$ cat src/hw/rtl/pee_pkg.sv
// Shared types, constants and register codes of the percent escape encoder.
package pee_pkg;

    localparam int UNIT_W      = 16;
    localparam int NUM_REGS    = 6;
    localparam int EXTRA_SLOTS = 6;
    localparam int ADDR_W      = 5;
    localparam int DATA_W      = 32;
    localparam int REG_IDX_W   = ADDR_W - 2;
    localparam int Q_DEPTH     = 4;
    localparam int Q_PTR_W     = $clog2(Q_DEPTH);
    localparam int Q_CNT_W     = $clog2(Q_DEPTH + 1);

    localparam logic [UNIT_W-1:0] CTRL_LIMIT   = 16'h0019;
    localparam logic [UNIT_W-1:0] PERCENT_CHAR = 16'h0025;

    typedef logic [UNIT_W-1:0] unit_t;
    typedef unit_t [NUM_REGS-1:0] extra_arr_t;

    typedef struct packed {
        unit_t unit;
        logic  esc;
    } entry_t;

    typedef enum logic [REG_IDX_W-1:0] {
        REG_EXTRA_A = 3'd0,
        REG_EXTRA_B = 3'd1,
        REG_EXTRA_C = 3'd2,
        REG_EXTRA_D = 3'd3,
        REG_EXTRA_E = 3'd4,
        REG_EXTRA_F = 3'd5
    } reg_idx_t;

    typedef enum logic {
        BK_HEAD,
        BK_DIGIT
    } back_state_t;

endpackage

$ cat src/hw/rtl/pee_front.sv
// Front end: accepts requests and classifies each code unit as escaped or passed.
module pee_front (
    input  logic               in_valid,
    output logic               in_stall,
    input  pee_pkg::unit_t     code_unit,
    input  pee_pkg::extra_arr_t extra,
    input  logic               q_full,
    output logic               push,
    output pee_pkg::entry_t    push_entry
);
    import pee_pkg::*;

    logic esc;

    always_comb
    begin
        esc = (code_unit <= CTRL_LIMIT) || (code_unit == PERCENT_CHAR);
        for (int i = 0; i < EXTRA_SLOTS; i++)
        begin
            // An empty slot holds zero and never matches.
            if ((extra[i] != '0) && (extra[i] == code_unit))
            begin
                esc = 1'b1;
            end
        end
    end

    assign in_stall        = q_full;
    assign push            = in_valid && !q_full;
    assign push_entry.unit = code_unit;
    assign push_entry.esc  = esc;

endmodule

$ cat src/hw/rtl/pee_queue.sv
// Short queue of classified units between the front end and the emitter.
module pee_queue (
    input  logic            clk,
    input  logic            rst_n,
    input  logic            push,
    input  pee_pkg::entry_t push_entry,
    input  logic            pop,
    output logic            full,
    output logic            empty,
    output pee_pkg::entry_t head
);
    import pee_pkg::*;

    entry_t               slot_reg [Q_DEPTH];
    logic [Q_PTR_W-1:0]   wr_ptr_reg;
    logic [Q_PTR_W-1:0]   wr_ptr_next;
    logic [Q_PTR_W-1:0]   rd_ptr_reg;
    logic [Q_PTR_W-1:0]   rd_ptr_next;
    logic [Q_CNT_W-1:0]   count_reg;
    logic [Q_CNT_W-1:0]   count_next;

    assign full  = (count_reg == Q_CNT_W'(Q_DEPTH));
    assign empty = (count_reg == '0);
    assign head  = slot_reg[rd_ptr_reg];

    always_comb
    begin
        wr_ptr_next = push ? wr_ptr_reg + 1'b1 : wr_ptr_reg;
        rd_ptr_next = pop ? rd_ptr_reg + 1'b1 : rd_ptr_reg;
        count_next  = count_reg;
        if (push && !pop)
        begin
            count_next = count_reg + 1'b1;
        end
        else if (pop && !push)
        begin
            count_next = count_reg - 1'b1;
        end
    end

    always_ff @(posedge clk or negedge rst_n)
    begin
        if (!rst_n)
        begin
            wr_ptr_reg <= '0;
            rd_ptr_reg <= '0;
            count_reg  <= '0;
        end
        else
        begin
            wr_ptr_reg <= wr_ptr_next;
            rd_ptr_reg <= rd_ptr_next;
            count_reg  <= count_next;
        end
    end

    always_ff @(posedge clk)
    begin
        if (push)
        begin
            slot_reg[wr_ptr_reg] <= push_entry;
        end
    end

endmodule

$ cat src/hw/rtl/pee_back.sv
// Back end: expands escaped units into a percent sign and four hex digits.
module pee_back (
    input  logic            clk,
    input  logic            rst_n,
    input  logic            empty,
    input  pee_pkg::entry_t head,
    output logic            pop,
    output logic            out_valid,
    input  logic            out_stall,
    output pee_pkg::unit_t  out_unit,
    output logic            run_last
);
    import pee_pkg::*;

    localparam logic [1:0] LAST_DIGIT = 2'd3;

    back_state_t state_reg;
    back_state_t state_next;
    logic [1:0]  digit_reg;
    logic [1:0]  digit_next;
    unit_t       unit_reg;
    unit_t       unit_next;
    logic        out_valid_reg;
    logic        out_valid_next;
    unit_t       out_unit_reg;
    unit_t       out_unit_next;
    logic        run_last_reg;
    logic        run_last_next;
    logic        load;
    logic [3:0]  nib;
    unit_t       hex_char;

    always_comb
    begin
        case (digit_reg)
            2'd0:    nib = unit_reg[15:12];
            2'd1:    nib = unit_reg[11:8];
            2'd2:    nib = unit_reg[7:4];
            default: nib = unit_reg[3:0];
        endcase
        // Digits map to 0x30..0x39, letters to uppercase 0x41..0x46.
        if (nib < 4'd10)
        begin
            hex_char = 16'h0030 + UNIT_W'(nib);
        end
        else
        begin
            hex_char = 16'h0037 + UNIT_W'(nib);
        end
    end

    // The output register takes a new result whenever it is empty or being drained.
    assign load = !out_valid_reg || !out_stall;

    always_comb
    begin
        state_next     = state_reg;
        digit_next     = digit_reg;
        unit_next      = unit_reg;
        out_valid_next = out_valid_reg;
        out_unit_next  = out_unit_reg;
        run_last_next  = run_last_reg;
        pop            = 1'b0;
        unique case (state_reg)
            BK_HEAD:
            begin
                if (load)
                begin
                    out_valid_next = !empty;
                    if (!empty)
                    begin
                        pop = 1'b1;
                        if (head.esc)
                        begin
                            out_unit_next = PERCENT_CHAR;
                            run_last_next = 1'b0;
                            unit_next     = head.unit;
                            digit_next    = '0;
                            state_next    = BK_DIGIT;
                        end
                        else
                        begin
                            out_unit_next = head.unit;
                            run_last_next = 1'b1;
                        end
                    end
                end
            end
            BK_DIGIT:
            begin
                if (load)
                begin
                    out_valid_next = 1'b1;
                    out_unit_next  = hex_char;
                    run_last_next  = (digit_reg == LAST_DIGIT);
                    digit_next     = digit_reg + 1'b1;
                    if (digit_reg == LAST_DIGIT)
                    begin
                        state_next = BK_HEAD;
                    end
                end
            end
            default:
            begin
                state_next = BK_HEAD;
            end
        endcase
    end

    always_ff @(posedge clk or negedge rst_n)
    begin
        if (!rst_n)
        begin
            state_reg     <= BK_HEAD;
            digit_reg     <= '0;
            out_valid_reg <= 1'b0;
        end
        else
        begin
            state_reg     <= state_next;
            digit_reg     <= digit_next;
            out_valid_reg <= out_valid_next;
        end
    end

    always_ff @(posedge clk)
    begin
        unit_reg     <= unit_next;
        out_unit_reg <= out_unit_next;
        run_last_reg <= run_last_next;
    end

    assign out_valid = out_valid_reg;
    assign out_unit  = out_unit_reg;
    assign run_last  = run_last_reg;

endmodule

$ cat src/hw/rtl/percent_escape_encoder.sv
// Top level of the percent escape encoder with its configuration registers.
//
// Input channel: in_valid, in_stall, code_unit carry one 16-bit code unit per request.
// Output channel: out_valid, out_stall, out_unit, run_last carry the results, one unit each.
// A unit that is 0x19 or less, the percent sign, or equal to a nonzero extra character
// becomes five results: a percent sign and four uppercase hex digits, high digit first.
// Any other unit passes through as one result. run_last marks the final result of a unit.
// An accepted unit is written into the queue and then loaded into the output register.
// Plain units flow at one per cycle unless out_stall holds them. An escaped unit holds
// the output register for its five results, made at one per cycle when not stalled; a
// four-entry queue keeps accepting input meanwhile and raises in_stall only when full.
// When the receiver stalls, the output register holds its result and the queue fills.
// The extra characters sit at APB byte addresses 0x00 to 0x14; pready is always high.
// Reset clears the registers to zero, empties the queue and drops out_valid.
module percent_escape_encoder (
    input  logic                        clk,
    input  logic                        rst_n,
    input  logic                        psel,
    input  logic                        penable,
    input  logic                        pwrite,
    input  logic [pee_pkg::ADDR_W-1:0]  paddr,
    input  logic [pee_pkg::DATA_W-1:0]  pwdata,
    output logic [pee_pkg::DATA_W-1:0]  prdata,
    output logic                        pready,
    input  logic                        in_valid,
    output logic                        in_stall,
    input  pee_pkg::unit_t              code_unit,
    output logic                        out_valid,
    input  logic                        out_stall,
    output pee_pkg::unit_t              out_unit,
    output logic                        run_last
);
    import pee_pkg::*;

    extra_arr_t extra_reg;
    extra_arr_t extra_next;
    reg_idx_t   reg_idx;
    logic       wr_en;
    unit_t      rd_val;
    logic       q_full;
    logic       q_empty;
    logic       push;
    logic       pop;
    entry_t     push_entry;
    entry_t     head;

    assign pready  = 1'b1;
    assign wr_en   = psel && penable && pwrite;
    assign reg_idx = reg_idx_t'(paddr[ADDR_W-1:2]);

    always_comb
    begin
        extra_next = extra_reg;
        rd_val     = '0;
        unique case (reg_idx)
            REG_EXTRA_A, REG_EXTRA_B, REG_EXTRA_C,
            REG_EXTRA_D, REG_EXTRA_E, REG_EXTRA_F:
            begin
                rd_val = extra_reg[reg_idx];
                if (wr_en)
                begin
                    extra_next[reg_idx] = pwdata[UNIT_W-1:0];
                end
            end
            default:
            begin
                // Addresses past the register list read as zero and ignore writes.
                rd_val = '0;
            end
        endcase
    end

    assign prdata = DATA_W'(rd_val);

    always_ff @(posedge clk or negedge rst_n)
    begin
        if (!rst_n)
        begin
            extra_reg <= '0;
        end
        else
        begin
            extra_reg <= extra_next;
        end
    end

    pee_front u_front (
        .in_valid   (in_valid),
        .in_stall   (in_stall),
        .code_unit  (code_unit),
        .extra      (extra_reg),
        .q_full     (q_full),
        .push       (push),
        .push_entry (push_entry)
    );

    pee_queue u_queue (
        .clk        (clk),
        .rst_n      (rst_n),
        .push       (push),
        .push_entry (push_entry),
        .pop        (pop),
        .full       (q_full),
        .empty      (q_empty),
        .head       (head)
    );

    pee_back u_back (
        .clk        (clk),
        .rst_n      (rst_n),
        .empty      (q_empty),
        .head       (head),
        .pop        (pop),
        .out_valid  (out_valid),
        .out_stall  (out_stall),
        .out_unit   (out_unit),
        .run_last   (run_last)
    );

endmodule

$ cat config.mk
export PLATFORM = sky130hd
export DESIGN_NAME = percent_escape_encoder
export DESIGN_NICKNAME = d
export VERILOG_FILES = /design/src/hw/rtl/pee_pkg.sv /design/src/hw/rtl/pee_front.sv /design/src/hw/rtl/pee_queue.sv /design/src/hw/rtl/pee_back.sv /design/src/hw/rtl/percent_escape_encoder.sv
export SDC_FILE = /design/constraint.sdc
export NUM_CORES = 1
export LEC_CHECK = 0
export ABC_AREA = 1
export BUFFER_PORTS_ARGS = -buffer_cell sky130_fd_sc_hd__buf_2
export CAP_MARGIN = 20
export CORE_AREA = 2 2 167 169
export DETAILED_ROUTE_END_ITERATION = 7
export DIE_AREA = 0 0 169 171
export SYNTH_ARGS = -nofsm -noshare
export SYNTH_HDL_FRONTEND = slang
export SYNTH_SLANG_ARGS = --single-unit
$ cat constraint.sdc
create_clock -name clk -period 6.23 [get_ports clk]
set_input_delay 0.9345 -clock clk [delete_from_list [all_inputs] [get_ports clk]]
set_output_delay 0.9345 -clock clk [all_outputs]
set_load 0.01 [all_outputs]
==> impl_metrics.env <==
export IMPL_outcome="finished, final reports clean"
export IMPL_gp_congestion=0.950
export IMPL_final_layout_size_suffix_gt1_frac=0.101
export IMPL_finalMaxSlewViolations=0
export IMPL_synth_cell_area_mm2=0.0108
export IMPL_setup_tns_ns=0
export IMPL_arrival_ns=2.97
export IMPL_clock_sinks=208
export IMPL_dieArea_mm2=0.0289
export IMPL_setup_violations=0
export IMPL_numCtsBuffers=24
export IMPL_multi_input_area_mm2=0.00419
export IMPL_yosys_area_top_type_share=0.282
export IMPL_pin_count=112
export IMPL_fillerInstances=2768
export IMPL_crit_top_cell="buf_2"
export IMPL_ys_warn_count=0
export IMPL_tightest_slew_ns=0.993
export IMPL_cts_buffer_depth=3
export IMPL_rows=61
export IMPL_placed_cell_area_mm2=0.0113
export IMPL_clock_skew_ns=0.0112
export IMPL_hold_class="in2async"
export IMPL_finalCriticalPeriod_ns=3.90
export IMPL_crit_path_end_kind="primary output"
export IMPL_final_antenna_net_count=0
export IMPL_clk_latency_ns=0.53
export IMPL_grt_start_max_net_pins=70
export IMPL_hold_violations=0
export IMPL_largest_reg_flops=96
export IMPL_path_cells="buf_2 -> inv_1 -> nand2_1 -> o22ai_1 -> nor3_1 -> buf_2"
export IMPL_critPathMaxFanout=37
export IMPL_async_flop_share=0.514
export IMPL_cpPeakStageDelay_ns=0.59
export IMPL_portBuffers=76
export IMPL_ys_types=32
export IMPL_ys_ff_latch=208
export IMPL_syn_avg_cell_area_um2=8.13
export IMPL_rsz0062_at_grt="false"
export IMPL_fin_crit_sh=0.626
export IMPL_synth_common_cells="nand2_1 (400), o21ai_0 (168), nor2_1 (142)"
export IMPL_drc=0
export IMPL_fp_dieH_um=171
export IMPL_irDropWorstVdd_uv=170
export IMPL_first_pass_iters=5
export IMPL_grt_pass1_wl_um=46700
export IMPL_gr_total_overflow=0
export IMPL_synth_largest_area_cell="edfxtp_1"
export IMPL_synth_most_common_cell="nand2_1"
export IMPL_antenna_found_initial=0
export IMPL_path_clk_slew_ns=0.06
export IMPL_htreeDepth=1
export IMPL_wl_per_cell_um=17.2
export IMPL_power_density_mw_per_mm2=409
export IMPL_routed_via_density=5.14
export IMPL_antenna_cells=0
export IMPL_leakage_nw=5.51
export IMPL_preCtsSetupSlack_ns=2.41
export IMPL_initial_core_util=0.394
export IMPL_slowest_stage="nand2_1"
export IMPL_cts_hold_buffers=0
export IMPL_ys_top_cells_by_area="edfxtp_1 (28%), dfrtp_1 (25%), nand2_1 (14%), o21ai_0 (7.8%), nor2_1 (5.0%)"
export IMPL_critPathRequiredTime_ns=5.30
export IMPL_synth_edf_count=101
export IMPL_drtIter0Drc=702
export IMPL_post_cts_buffers=0
export IMPL_max_cap_violations=0
export IMPL_syn_inst=1323
export IMPL_core_area_mm2=0.0273
export IMPL_root_buffer="clkbuf_16"
export IMPL_crit_type="in2out"
export IMPL_nets=1457
export IMPL_synth_main_ff_cell="dfrtp_1"
export IMPL_worst_setup_path_start_kind="input pin"
export IMPL_fmax_mhz=256
export IMPL_grt_pass1_vias=8554
export IMPL_grtUsageTotal=0.208
export IMPL_via_count=8967
export IMPL_cts_resized=0
export IMPL_die_width_um=169
export IMPL_slew_headroom=0.338
export IMPL_wl_um=30000
export IMPL_setup_ws_ns=2.33
export IMPL_synthToLayoutAreaGrowth_pct=13.4
export IMPL_stdcell_area_mm2=0.0122
export IMPL_dp_hpwl_um=21500
export IMPL_cts_tree="done"
export IMPL_seq_area_mm2=0.00571
export IMPL_seq_area_frac_synth=0.531
-- layer usage --
metal  vias to the layer above  wire length (um)  GRT usage
li1                       4407                 -          -
met1                      4168             13300      0.283
met2                       315             13900      0.339
met3                        77              1630     0.0227
met4                         0              1270     0.0873
met5                         -                 0          0
-- through the flow --
stage               total power, mW  std cells  hold WS, ns   util
floorplan                      3.11       1338        0.475      -
global placement               3.57       1702        0.515  0.415
detailed placement             3.60       1702        0.527  0.415
CTS                            5.02       1742        0.539  0.444
global route                   5.32       1746        0.586  0.446
finish                         4.99       1746        0.527  0.446
-- critical path, delay by kind of cell --
kind / cells / cell delay (ns)
AO/OA/AOI/OAI: 1 / 0.13
AND/OR/NAND/NOR: 2 / 0.92
buffers and inverters: 3 / 0.96
-- report_power, final --
group          internal [mW]  total, mW  switching, mW
Clock                  0.855       1.41          0.555
Sequential              1.88       2.08          0.202
Combinational          0.485       1.50           1.02
-- layout make-up --
type                            count  area share
Clock buffer                       32      0.0566
Clock inverter                      8     0.00841
Inverter                          145      0.0446
Multi-Input combinational cell    917       0.344
Sequential cell                   208       0.468
Tap cell                          346      0.0355
Timing Repair Buffer               90      0.0425
-- placed cells by master, fill, tap and decap left out, types with 2 or more instances in the layout --
cell type	count
o22ai_1	40
nand2_1	400
buf_8	4
inv_2	6
clkinv_2	2
clkinv_1	2
o21ai_1	2
xor2_1	15
edfxtp_1	101
nand2_2	2
nor4_4	2
bufinv_16	2
buf_2	75
ha_1	10
o21ai_0	168
inv_1	139
dfrtp_1	107
conb_1	17
nand4_1	28
nor2_2	2
nor3_1	20
clkbuf_8	6
clkbuf_1	2
buf_4	11
nand3_1	24
xnor2_1	2
a21oi_1	35
clkbuf_16	24
nor2_1	142
-- kinds of logic (layout without fill, tap and decap cells) --
kind of cell / Yosys count / in the layout / synth area share
xor gates and xnor gates: 17 / 17 / 0.0138
adders and majority gates: 11 / 11 / 0.0135
and+or+nand+nor: 622 / 622 / 0.234
AOI/OAI and AO/OA: 249 / 249 / 0.122
buffers and inverters: 213 / 275 / 0.0844
other: 2 / 17 / 0.000698
DFF: 208 / 208 / 0.531
muxes: 1 / 1 / 0.00105
-- path summary, 6_finish.rpt --
path,start,to,slack (ns),cells past startpoint
max,paddr[2],prdata[3],2.33,6
min,rst_n,u_queue.wr_ptr_reg[0]$_DFFE_PN0P_,0.53,1
max reg2reg,u_queue.rd_ptr_reg[0]$_DFFE_PN0P_,u_back.out_unit[1]$_DFFE_PP_,3.70,9
min reg2reg,u_queue.count_reg[0]$_DFFE_PN0P_,u_queue.count_reg[0]$_DFFE_PN0P_,0.53,1
max in group asynchronous,rst_n,extra_reg[58]$_DFFE_PN0P_,4.52,2
min in group clk,u_queue.count_reg[0]$_DFFE_PN0P_,u_queue.count_reg[0]$_DFFE_PN0P_,0.53,1
Note: power is estimated with default switching activity, not from simulation.
